<file path="config.mk">
export PLATFORM = sky130hd
export DESIGN_NAME = lru_page_replacement_top
export DESIGN_NICKNAME = d
export VERILOG_FILES = /design/src/rtl/core/lrupr_pkg.sv /design/src/rtl/core/lrupr_cell.sv /design/src/rtl/core/lrupr_out_buf.sv /design/src/rtl/core/lru_page_replacement_top.sv
export SDC_FILE = /design/constraint.sdc
export NUM_CORES = 1
export LEC_CHECK = 0
export BUFFER_PORTS_ARGS = -buffer_cell sky130_fd_sc_hd__buf_2
export CAP_MARGIN = 0
export CORE_MARGIN = 2
export CORE_UTILIZATION = 62
export DETAILED_ROUTE_END_ITERATION = 10
export GPL_ROUTABILITY_DRIVEN = 0
export PLACE_DENSITY = 0.88
export SLEW_MARGIN = 10
export SYNTH_ARGS = -nofsm -noshare
export SYNTH_HDL_FRONTEND = slang
export SYNTH_HIERARCHICAL = 1
export SYNTH_SLANG_ARGS = --single-unit
</file>
<file path="constraint.sdc">
create_clock -name clk -period 7.2 [get_ports clk]
set_input_delay 1.08 -clock clk [delete_from_list [all_inputs] [get_ports clk]]
set_output_delay 1.08 -clock clk [all_outputs]
set_load 0.01 [all_outputs]
</file>
<file path="src/rtl/core/lrupr_pkg.sv">
// Package for the LRU page replacement block.
// Holds sizes, the recency-chain entry types and the result record.
// Used by every module under rtl/core.
`timescale 1ns / 1ps

package lrupr_pkg;

	localparam int FRAMES    = 8;
	localparam int PAGE_BITS = 8;
	localparam int SLOT_W    = (FRAMES > 1) ? $clog2(FRAMES) : 1;
	localparam int CNT_W     = $clog2(FRAMES + 1);
	localparam int CFG_W     = 4;
	localparam int FAULT_W   = 16;

	localparam logic [CFG_W-1:0]   FRAME_COUNT_RESET = CFG_W'(3);
	localparam logic [FAULT_W-1:0] FAULT_MAX         = {FAULT_W{1'b1}};

	typedef struct packed {
		logic [SLOT_W-1:0]    slot;
		logic [PAGE_BITS-1:0] page;
	} entry_t;

	typedef struct packed {
		logic shift;
		logic clear;
	} cell_ctl_t;

	typedef struct packed {
		logic valid;
		logic hit;
		logic elig;
	} cell_stat_t;

	typedef struct packed {
		logic                 fault;
		logic [SLOT_W-1:0]    slot;
		logic                 evicted_valid;
		logic [PAGE_BITS-1:0] evicted_page;
		logic [FAULT_W-1:0]   fault_total;
	} result_t;

endpackage

</file>
<file path="src/rtl/core/lrupr_cell.sv">
// One position of the recency chain: holds a slot number and its page.
// Compares its page with the request and takes its neighbor's entry on a shift.
// Depends on lrupr_pkg.
`timescale 1ns / 1ps

module lrupr_cell (
	input  logic                           clk,
	input  logic                           arst_n,
	input  lrupr_pkg::cell_ctl_t           ctl,
	input  logic                           prev_valid,
	input  lrupr_pkg::entry_t              prev,
	input  logic [lrupr_pkg::PAGE_BITS-1:0] req_page,
	input  logic [lrupr_pkg::CNT_W-1:0]    frames_n,
	output lrupr_pkg::cell_stat_t          stat,
	output lrupr_pkg::entry_t              entry
);
	import lrupr_pkg::*;

	logic   valid_q;
	entry_t entry_q;

	always_ff @(posedge clk or negedge arst_n) begin
		if (!arst_n) begin
			valid_q <= 1'b0;
		end else if (ctl.clear) begin
			valid_q <= 1'b0;
		end else if (ctl.shift) begin
			valid_q <= prev_valid;
		end
	end

	always_ff @(posedge clk) begin
		if (ctl.shift) begin
			entry_q <= prev;
		end
	end

	always_comb begin
		stat.valid = valid_q;
		stat.elig  = valid_q && (CNT_W'(entry_q.slot) < frames_n);
		stat.hit   = stat.elig && (entry_q.page == req_page);
	end

	assign entry = entry_q;

endmodule

</file>
<file path="src/rtl/core/lrupr_out_buf.sv">
// Result register with a skid stage, so a request is taken while a result waits.
// Depends on lrupr_pkg.
`timescale 1ns / 1ps

module lrupr_out_buf (
	input  logic                clk,
	input  logic                arst_n,
	input  logic                push_valid,
	output logic                push_ready,
	input  lrupr_pkg::result_t  push_data,
	output logic                pop_valid,
	input  logic                pop_ready,
	output lrupr_pkg::result_t  pop_data
);
	import lrupr_pkg::*;

	logic    out_valid_q;
	logic    skid_valid_q;
	result_t out_q;
	result_t skid_q;
	logic    push;
	logic    pop;

	assign push_ready = !skid_valid_q;
	assign push       = push_valid && push_ready;
	assign pop        = out_valid_q && pop_ready;

	always_ff @(posedge clk or negedge arst_n) begin
		if (!arst_n) begin
			out_valid_q  <= 1'b0;
			skid_valid_q <= 1'b0;
		end else if (skid_valid_q) begin
			if (pop) begin
				skid_valid_q <= 1'b0;
			end
		end else if (push && out_valid_q && !pop) begin
			skid_valid_q <= 1'b1;
		end else if (push) begin
			out_valid_q <= 1'b1;
		end else if (pop) begin
			out_valid_q <= 1'b0;
		end
	end

	always_ff @(posedge clk) begin
		if (skid_valid_q) begin
			if (pop) begin
				out_q <= skid_q;
			end
		end else if (push && out_valid_q && !pop) begin
			skid_q <= push_data;
		end else if (push) begin
			out_q <= push_data;
		end
	end

	assign pop_valid = out_valid_q;
	assign pop_data  = out_q;

endmodule

</file>
<file path="src/rtl/core/lru_page_replacement_top.sv">
// Top level of the LRU page replacement block: recency chain, decision logic,
// fault counter and result buffer. Depends on lrupr_pkg, lrupr_cell, lrupr_out_buf.
//
//   Channel   Handshake                 Payload
//   request   req_valid / req_ready     page, end_of_string
//   result    res_valid / res_ready     fault, slot, evicted_valid, evicted_page,
//                                       fault_total
//   config    cfg_write_en              cfg_write_data (frame count)
//
// One request is taken per cycle while req_ready is high; its result is registered before it appears.
// The cell chain is ordered by recency and updates in the cycle of acceptance.
// A result register plus a skid entry decouple the sides; req_ready falls only
// when both are full. Reset clears the chain and counters and sets the frame count to 3.
`timescale 1ns / 1ps

module lru_page_replacement_top (
	input  logic                            clk,
	input  logic                            arst_n,
	input  logic                            req_valid,
	output logic                            req_ready,
	input  logic [lrupr_pkg::PAGE_BITS-1:0] page,
	input  logic                            end_of_string,
	output logic                            res_valid,
	input  logic                            res_ready,
	output logic                            fault,
	output logic [lrupr_pkg::SLOT_W-1:0]    slot,
	output logic                            evicted_valid,
	output logic [lrupr_pkg::PAGE_BITS-1:0] evicted_page,
	output logic [lrupr_pkg::FAULT_W-1:0]   fault_total,
	input  logic                            cfg_write_en,
	input  logic [lrupr_pkg::CFG_W-1:0]     cfg_write_data
);
	import lrupr_pkg::*;

	logic [CFG_W-1:0]   frame_count_q;
	logic [CNT_W-1:0]   fill_pointer_q;
	logic [FAULT_W-1:0] fault_count_q;

	logic [CNT_W-1:0]   frames_n;
	logic               accept;
	cell_ctl_t          ctl      [FRAMES];
	cell_stat_t         stat     [FRAMES];
	entry_t             entries  [FRAMES];
	logic               pv       [FRAMES];
	entry_t             prev     [FRAMES];
	logic [FRAMES-1:0]  valid_vec;

	logic [FRAMES-1:0]    hit_by_slot;
	logic                 hit;
	logic [SLOT_W-1:0]    hit_slot;
	logic [SLOT_W-1:0]    hit_pos;
	logic [SLOT_W-1:0]    evict_pos;
	logic [SLOT_W-1:0]    evict_slot;
	logic [PAGE_BITS-1:0] evict_page;
	logic                 fill;
	logic [SLOT_W-1:0]    sel_pos;
	logic [SLOT_W-1:0]    new_slot;
	logic [FAULT_W-1:0]   fault_next;
	result_t              res;
	result_t              res_out;

	always_ff @(posedge clk or negedge arst_n) begin
		if (!arst_n) begin
			frame_count_q <= FRAME_COUNT_RESET;
		end else if (cfg_write_en) begin
			frame_count_q <= cfg_write_data;
		end
	end

	always_comb begin
		if (frame_count_q == '0) begin
			frames_n = CNT_W'(1);
		end else if (32'(frame_count_q) > FRAMES) begin
			frames_n = CNT_W'(FRAMES);
		end else begin
			frames_n = CNT_W'(frame_count_q);
		end
	end

	assign accept = req_valid && req_ready;

	for (genvar k = 0; k < FRAMES; k++) begin : g_chain
		if (k == 0) begin : g_head
			assign pv[k]   = 1'b1;
			assign prev[k] = '{slot: new_slot, page: page};
		end else begin : g_body
			assign pv[k]   = stat[k-1].valid;
			assign prev[k] = entries[k-1];
		end

		assign ctl[k].shift = accept && (SLOT_W'(k) <= sel_pos);
		assign ctl[k].clear = accept && end_of_string;
		assign valid_vec[k] = stat[k].valid;

		lrupr_cell u_cell (
			.clk        (clk),
			.arst_n     (arst_n),
			.ctl        (ctl[k]),
			.prev_valid (pv[k]),
			.prev       (prev[k]),
			.req_page   (page),
			.frames_n   (frames_n),
			.stat       (stat[k]),
			.entry      (entries[k])
		);
	end

	always_comb begin
		hit_by_slot = '0;
		for (int s = 0; s < FRAMES; s++) begin
			for (int k = 0; k < FRAMES; k++) begin
				if (stat[k].hit && (entries[k].slot == SLOT_W'(s))) begin
					hit_by_slot[s] = 1'b1;
				end
			end
		end

		hit      = |hit_by_slot;
		hit_slot = '0;
		for (int s = FRAMES - 1; s >= 0; s--) begin
			if (hit_by_slot[s]) begin
				hit_slot = SLOT_W'(s);
			end
		end

		hit_pos    = '0;
		evict_pos  = '0;
		evict_slot = '0;
		evict_page = '0;
		for (int k = 0; k < FRAMES; k++) begin
			if (stat[k].hit && (entries[k].slot == hit_slot)) begin
				hit_pos = SLOT_W'(k);
			end
			if (stat[k].elig) begin
				evict_pos  = SLOT_W'(k);
				evict_slot = entries[k].slot;
				evict_page = entries[k].page;
			end
		end

		fill = !hit && (fill_pointer_q < frames_n);

		if (hit) begin
			sel_pos  = hit_pos;
			new_slot = hit_slot;
		end else if (fill) begin
			sel_pos  = fill_pointer_q[SLOT_W-1:0];
			new_slot = fill_pointer_q[SLOT_W-1:0];
		end else begin
			sel_pos  = evict_pos;
			new_slot = evict_slot;
		end

		if (!hit && (fault_count_q != FAULT_MAX)) begin
			fault_next = fault_count_q + FAULT_W'(1);
		end else begin
			fault_next = fault_count_q;
		end

		res.fault         = !hit;
		res.slot          = new_slot;
		res.evicted_valid = !hit && !fill;
		res.evicted_page  = (!hit && !fill) ? evict_page : '0;
		res.fault_total   = fault_next;
	end

	always_ff @(posedge clk or negedge arst_n) begin
		if (!arst_n) begin
			fill_pointer_q <= '0;
			fault_count_q  <= '0;
		end else if (accept) begin
			if (end_of_string) begin
				fill_pointer_q <= '0;
				fault_count_q  <= '0;
			end else begin
				fill_pointer_q <= fill ? fill_pointer_q + CNT_W'(1) : fill_pointer_q;
				fault_count_q  <= fault_next;
			end
		end
	end

	lrupr_out_buf u_out_buf (
		.clk        (clk),
		.arst_n     (arst_n),
		.push_valid (req_valid),
		.push_ready (req_ready),
		.push_data  (res),
		.pop_valid  (res_valid),
		.pop_ready  (res_ready),
		.pop_data   (res_out)
	);

	assign fault         = res_out.fault;
	assign slot          = res_out.slot;
	assign evicted_valid = res_out.evicted_valid;
	assign evicted_page  = res_out.evicted_page;
	assign fault_total   = res_out.fault_total;

	// The valid cells always form the head of the chain, one per filled slot.
	a_fill_matches_chain : assert property (@(posedge clk) disable iff (!arst_n)
		$countones(valid_vec) == 32'(fill_pointer_q))
		else $error("valid cells do not match fill pointer");

	a_fill_bounded : assert property (@(posedge clk) disable iff (!arst_n)
		32'(fill_pointer_q) <= FRAMES)
		else $error("fill pointer beyond frame count");

	// Replacement happens only once every frame in use has been filled.
	a_evict_when_full : assert property (@(posedge clk) disable iff (!arst_n)
		accept && res.evicted_valid |-> fill_pointer_q >= frames_n)
		else $error("eviction while empty frames remain");

	a_end_clears : assert property (@(posedge clk) disable iff (!arst_n)
		accept && end_of_string |=> (fill_pointer_q == '0) && (fault_count_q == '0)
			&& (valid_vec == '0))
		else $error("end of string did not clear the table");

endmodule

</file>
---- After elaboration in Yosys (flattened, before gate mapping) ----
Cells that the tools add are included.
storage, ports and cells
  flip-flop bits (word level) ............. 180
  input port bits ......................... 18
operators by class
  add/subtract/negate cells ............... 2
  magnitude comparators ................... 18
  eq/ne operators ......................... 74
  mux-type cells .......................... 138
  bitwise gates (word level) .............. 2
  reduce and logical (&&, ||, !) cells .... 132
operators with widths
  operator                                                        count
  2-to-1 mux 29 bit                                               4
  logical AND 1 bit                                               103
  == test 3 bit (second input constant)                           32
  2-to-1 mux 3 bit                                                32
  2-to-1 mux 1 bit                                                87
  2-to-1 mux 8 bit                                                9
  == test 8 bit                                                   8
  == test 3 x 2 -> 1 bit (second input constant)                  16
  less-than comparator 3 x 4 -> 1 bit                             8
  2-to-1 mux 16 bit                                               2
  == test 3 x 1 -> 1 bit (second input constant)                  8
  zero test 3 bit                                                 8
  nonzero test 2 bit                                              11
  == test 3 bit                                                   7
  adder 16 x 1 -> 16 bit (second input constant)                  1
  2-to-1 mux 4 bit                                                4
  != test 16 bit (second input constant)                          1
  less-or-equal comparator 3 bit (first input constant)           4
  OR reduction 8 bit                                              1
  less-or-equal comparator 1 x 3 -> 1 bit (first input constant)  2
  less-or-equal comparator 2 x 3 -> 1 bit (first input constant)  2
  AND reduction 3 bit                                             2
  adder 4 x 1 -> 4 bit (second input constant)                    1
  greater-than comparator 4 bit (second input constant)           1
  7 further kinds                                                 12

---- Depth between registers and ports, before layout ----
  depth after elaboration ................. 37
  depth in mapped cells ................... 23

---- Hierarchy ----
The synthesis kept the hierarchy.
by module, submodules not included
  module                    times used  cells each  area an instance (sq um)
  lrupr_cell                8           37          545.5
  lru_page_replacement_top  1           480         3508.4
  lrupr_out_buf             1           103         2338.5

---- Worst setup path after synthesis ----
No wires, ideal clock.
  path type ............................... register to register
  start ................................... reg frame_count_q[1]
  end ..................................... reg g_chain[1].u_cell.valid_q
  arrival ................................. 6118 ps
  required time ........................... 7063 ps
  path slack .............................. 945 ps
  cell stages (with the launch flop) ...... 23
  buffers on the path ..................... 3
  cell sequence ........................... dfstp_2 nand2_1 inv_1 inv_1 ha_1 inv_1 o211ai_1 a211oi_2 clkbuf_2 nor4b_4 or4_1 or4_4 or4b_1 buf_2 nand2b_4 buf_6 a221oi_1 o211ai_1 nand3_1 a31oi_1 o311ai_0 mux2i_1 nor2_1
RTL lines
  element                   line                            source
  start: declaration        lru_page_replacement_top.sv:35  logic [CFG_W-1:0] frame_count_q;
  start signal: assignment  lru_page_replacement_top.sv:66  frame_count_q <= cfg_write_data;
  end signal: assignment    lrupr_cell.sv:28                valid_q <= prev_valid;
  end: declaration          lrupr_cell.sv:19                logic valid_q;

==> run summary <==
The proportion of power drawn by flip-flops and latches came out at 47.1%. Setup repair after global routing left no endpoint under its margin. The number of warnings reported in the yosys synthesis log is 6. The final net count is 940. The final critical-path setup slack came out at 1.08 ns. In this run, post-CTS hold repair placed 0 buffers. The worst path needs 6.12 ns of the cycle, external delays included. The leftover overflow at the end of global routing is 0. Setup violations remaining at the end of the flow were counted as 0. The number of search-and-repair iterations in the first detailed-routing pass is 6. For this run, the number of standard cells in the final layout without fillers is 1130. The number of buffers and inverters on the critical path is 3. In this run the number of cells on the critical path is 19.

The H-tree depth reported by CTS came out at 4. The detailed placement HPWL came out at 16100 um. The cell sitting at the root of the clock tree is a clkbuf_16.

The area enclosed by the die boundary came out at 0.0175 mm^2. TritonCTS built the clock tree. Entering global routing, the biggest net connects 35 pins.

The flow ran to the end, and the final reports show no timing, DRC or antenna violations. The critical path in this run is classified as flip-flop to flip-flop. The max-slew violation count came out at 0. Traced cell by cell, the critical path runs through inv_1 > nand2_1 > inv_1 > inv_1 > ha_1 > nor2_1 > o21ai_0 > a211oi_2 > nor4b_1 > or4_1 > or4_4 > or4b_1 > nor2_1 > a41oi_1 > nand4_1 > nand2b_1 > nand2_1 > mux2i_1 > nor2_1. The initial antenna violation count is 0. The first global-routing pass estimated 36600 um of wire. For the final database, setup skew stands at 0.0105 ns.

At the placement stage, the worst setup path has a slack of 1.20 ns. Wires add up to 23100 um. The post-CTS repair timing setup buffer count came out at 0. The maximum frequency from static timing analysis is 163 MHz.

The number of hold violations in the final report came out at 0. The final design area excluding fillers came out at 0.0111 mm^2. Dividing the detail-routed wire length by the instance count gives 20.4 um. The vias per cell is 6.43. The vertical die dimension is 132 um. The mean post-synth cell area is 11.6 um^2. The final clock period utilization by the worst path is 85.1%. The data arrival time of the critical path came out at 6.41 ns. The clock net sink count is 180. The count of routing violations after the opening detailed-route iteration is 828.

Across the VDD grid, the largest voltage drop is 0.254 mV. The floorplan has 46 rows. Per report_power, the combinational group accounts for 29.5% of the total.

The internal power summed over all cells came out at 0.00241 W. The worst stage delay on the critical path came out at 0.67 ns. For this run, design rule violations remaining after detail routing come to 0. The path class of the tightest hold or removal check is flip-flop to flip-flop. Cells with a size suffix above 1 make up 17.6% of the layout. The number of buffers on the longest clock path came out at 2. The fraction of power spent switching nets is 35.5%. The synthesized net count came out at 917. The power consumption is 0.00374 W. The leakage dissipation is 4.03 nW. The area of the placeable core is 0.0160 mm^2. The area growth from synthesis to layout is 8.41%. The number of top-level pins came out at 49.

The overall die width came out at 132 um. The number of max-cap violations came out at 0. The startpoint type of the worst setup path is a flip-flop.

The headroom to the max-slew limit came out at 31.4%. At the pin with the least slew margin, the transition time is 1.02 ns. STA classifies the critical path endpoint as a flip-flop. In this run the remaining antenna-violating nets after routing total 0.

The share of total power dissipated in the clock network is 23.4%. The post-CTS clock slew at the launch and capture registers of the worst setup and hold paths is 0.07 ns. The number of antenna diodes in the final layout is 0. The number of port buffers is 48. The synthesized cell area came out at 0.0102 mm^2. The global-route usage over all layers came out at 26.6%. For this configuration, the core starts out at a cell density of 63.8%. Once the clock tree was built, the resizer swapped 0 gates to a different size.

On the critical path, the stage with the largest delay is an instance of or4b_1. The reported net switching power is 0.00133 W. The via count of the first global-routing pass is 6937. The required time of the worst setup path came out at 7.48 ns. The clock reaches the later pin of the worst-skew pair after 0.44 ns. Summing all placed instances gives a cell area of 0.0105 mm^2. The via total after detailed routing is 7262.

The worst register-to-register path has a depth of 19. The worst hold path was traced through 0 stages. The cell count after synthesis came out at 878. The power per standard cell area came out at 338 mW/mm^2. The number of buffers inserted during clock tree synthesis is 17. The number of placed instances, taps included, is 1098. The peak fanout along the critical path came out at 12.

The kind of cell adding the most delay to the critical path is simple AND/OR/NAND/NOR gates. The total negative setup slack came out at 0 ns.
## placed cells by master (no fill, tap or decap), types with 20 or more instances in the layout
cell type    n
dfrtp_1     31
edfxtp_1   146
nor2_1      48
mux2_4      27
nand2_1     70
nand4_1     36
ha_1        21
xnor2_1     69
inv_1       43
nand4b_1    20
buf_2       48
a21oi_1     22
o21ai_0     35
## cell type report
type,instances,area [um^2]
clock buffers,18,429
fillers,1132,4940
flip-flops and latches,180,5240
well taps,216,270
repair buffers,57,308
multi-input cells,600,4520
clock inverters,14,124
inverters,45,169
## through the flow
stage,hold slack (ns),utilization (%)
CTS,0.499,69.1
global placement,0.477,65.7
finish,0.497,69.1
detailed placement,0.481,65.7
global route,0.510,69.1
floorplan,0.445,-
## path summary, 6_finish.rpt
path                                            start                         end  slack [ns]
hold / removal             g_chain[5].u_cell/entry[3]  g_chain[6].u_cell/entry[3]        0.50
setup reg to reg                     frame_count_q[3]   g_chain[2].u_cell/valid_q        1.08
min in group asynchronous                      arst_n   g_chain[4].u_cell/valid_q        0.78
hold reg to reg            g_chain[5].u_cell/entry[3]  g_chain[6].u_cell/entry[3]        0.50
setup / recovery                     frame_count_q[3]   g_chain[2].u_cell/valid_q        1.08
max in group asynchronous                      arst_n      u_out_buf/skid_valid_q        5.76
## state kept, by name (all words and copies together) (netlist names)
signal and flops:
fault_count_q 16, u_out_buf/skid_q 29, u_out_buf/skid_valid_q 1, fill_pointer_q 4, u_out_buf/pop_data 29, g_chain.u_cell/entry 88, g_chain.u_cell/valid_q 8, frame_count_q 4
u_out_buf/pop_valid 1
## metal layers
metal	GRT usage, %	vias to the layer above	wire length [um]
met5	0	-	0
met4	7.65	0	466
met3	5.69	48	1960
met2	45.0	390	11400
met1	35.0	3490	9310
li1	-	3334	-
## power by group through the flow
stage	clock network, W	logic (W)	registers, W
floorplan	0	0.000844	0.00166
global placement	0	0.00104	0.00176
detailed placement	0	0.00107	0.00177
CTS	0.000887	0.00109	0.00175
global route	0.000927	0.00119	0.00179
finish	0.000877	0.00110	0.00176
## worst register-to-register path: cells and delay by family, from the launching register on
family	cells	cell delay, ns
adder cells (fa/ha/maj)	1	0.29
multiplexers	1	0.26
flip-flops	1	0.53
AND/OR/NAND/NOR	11	3.55
buffers and inverters	3	0.54
AO/OA/AOI/OAI	3	0.81
No activity file was read; power rests on OpenSTA's default activity.
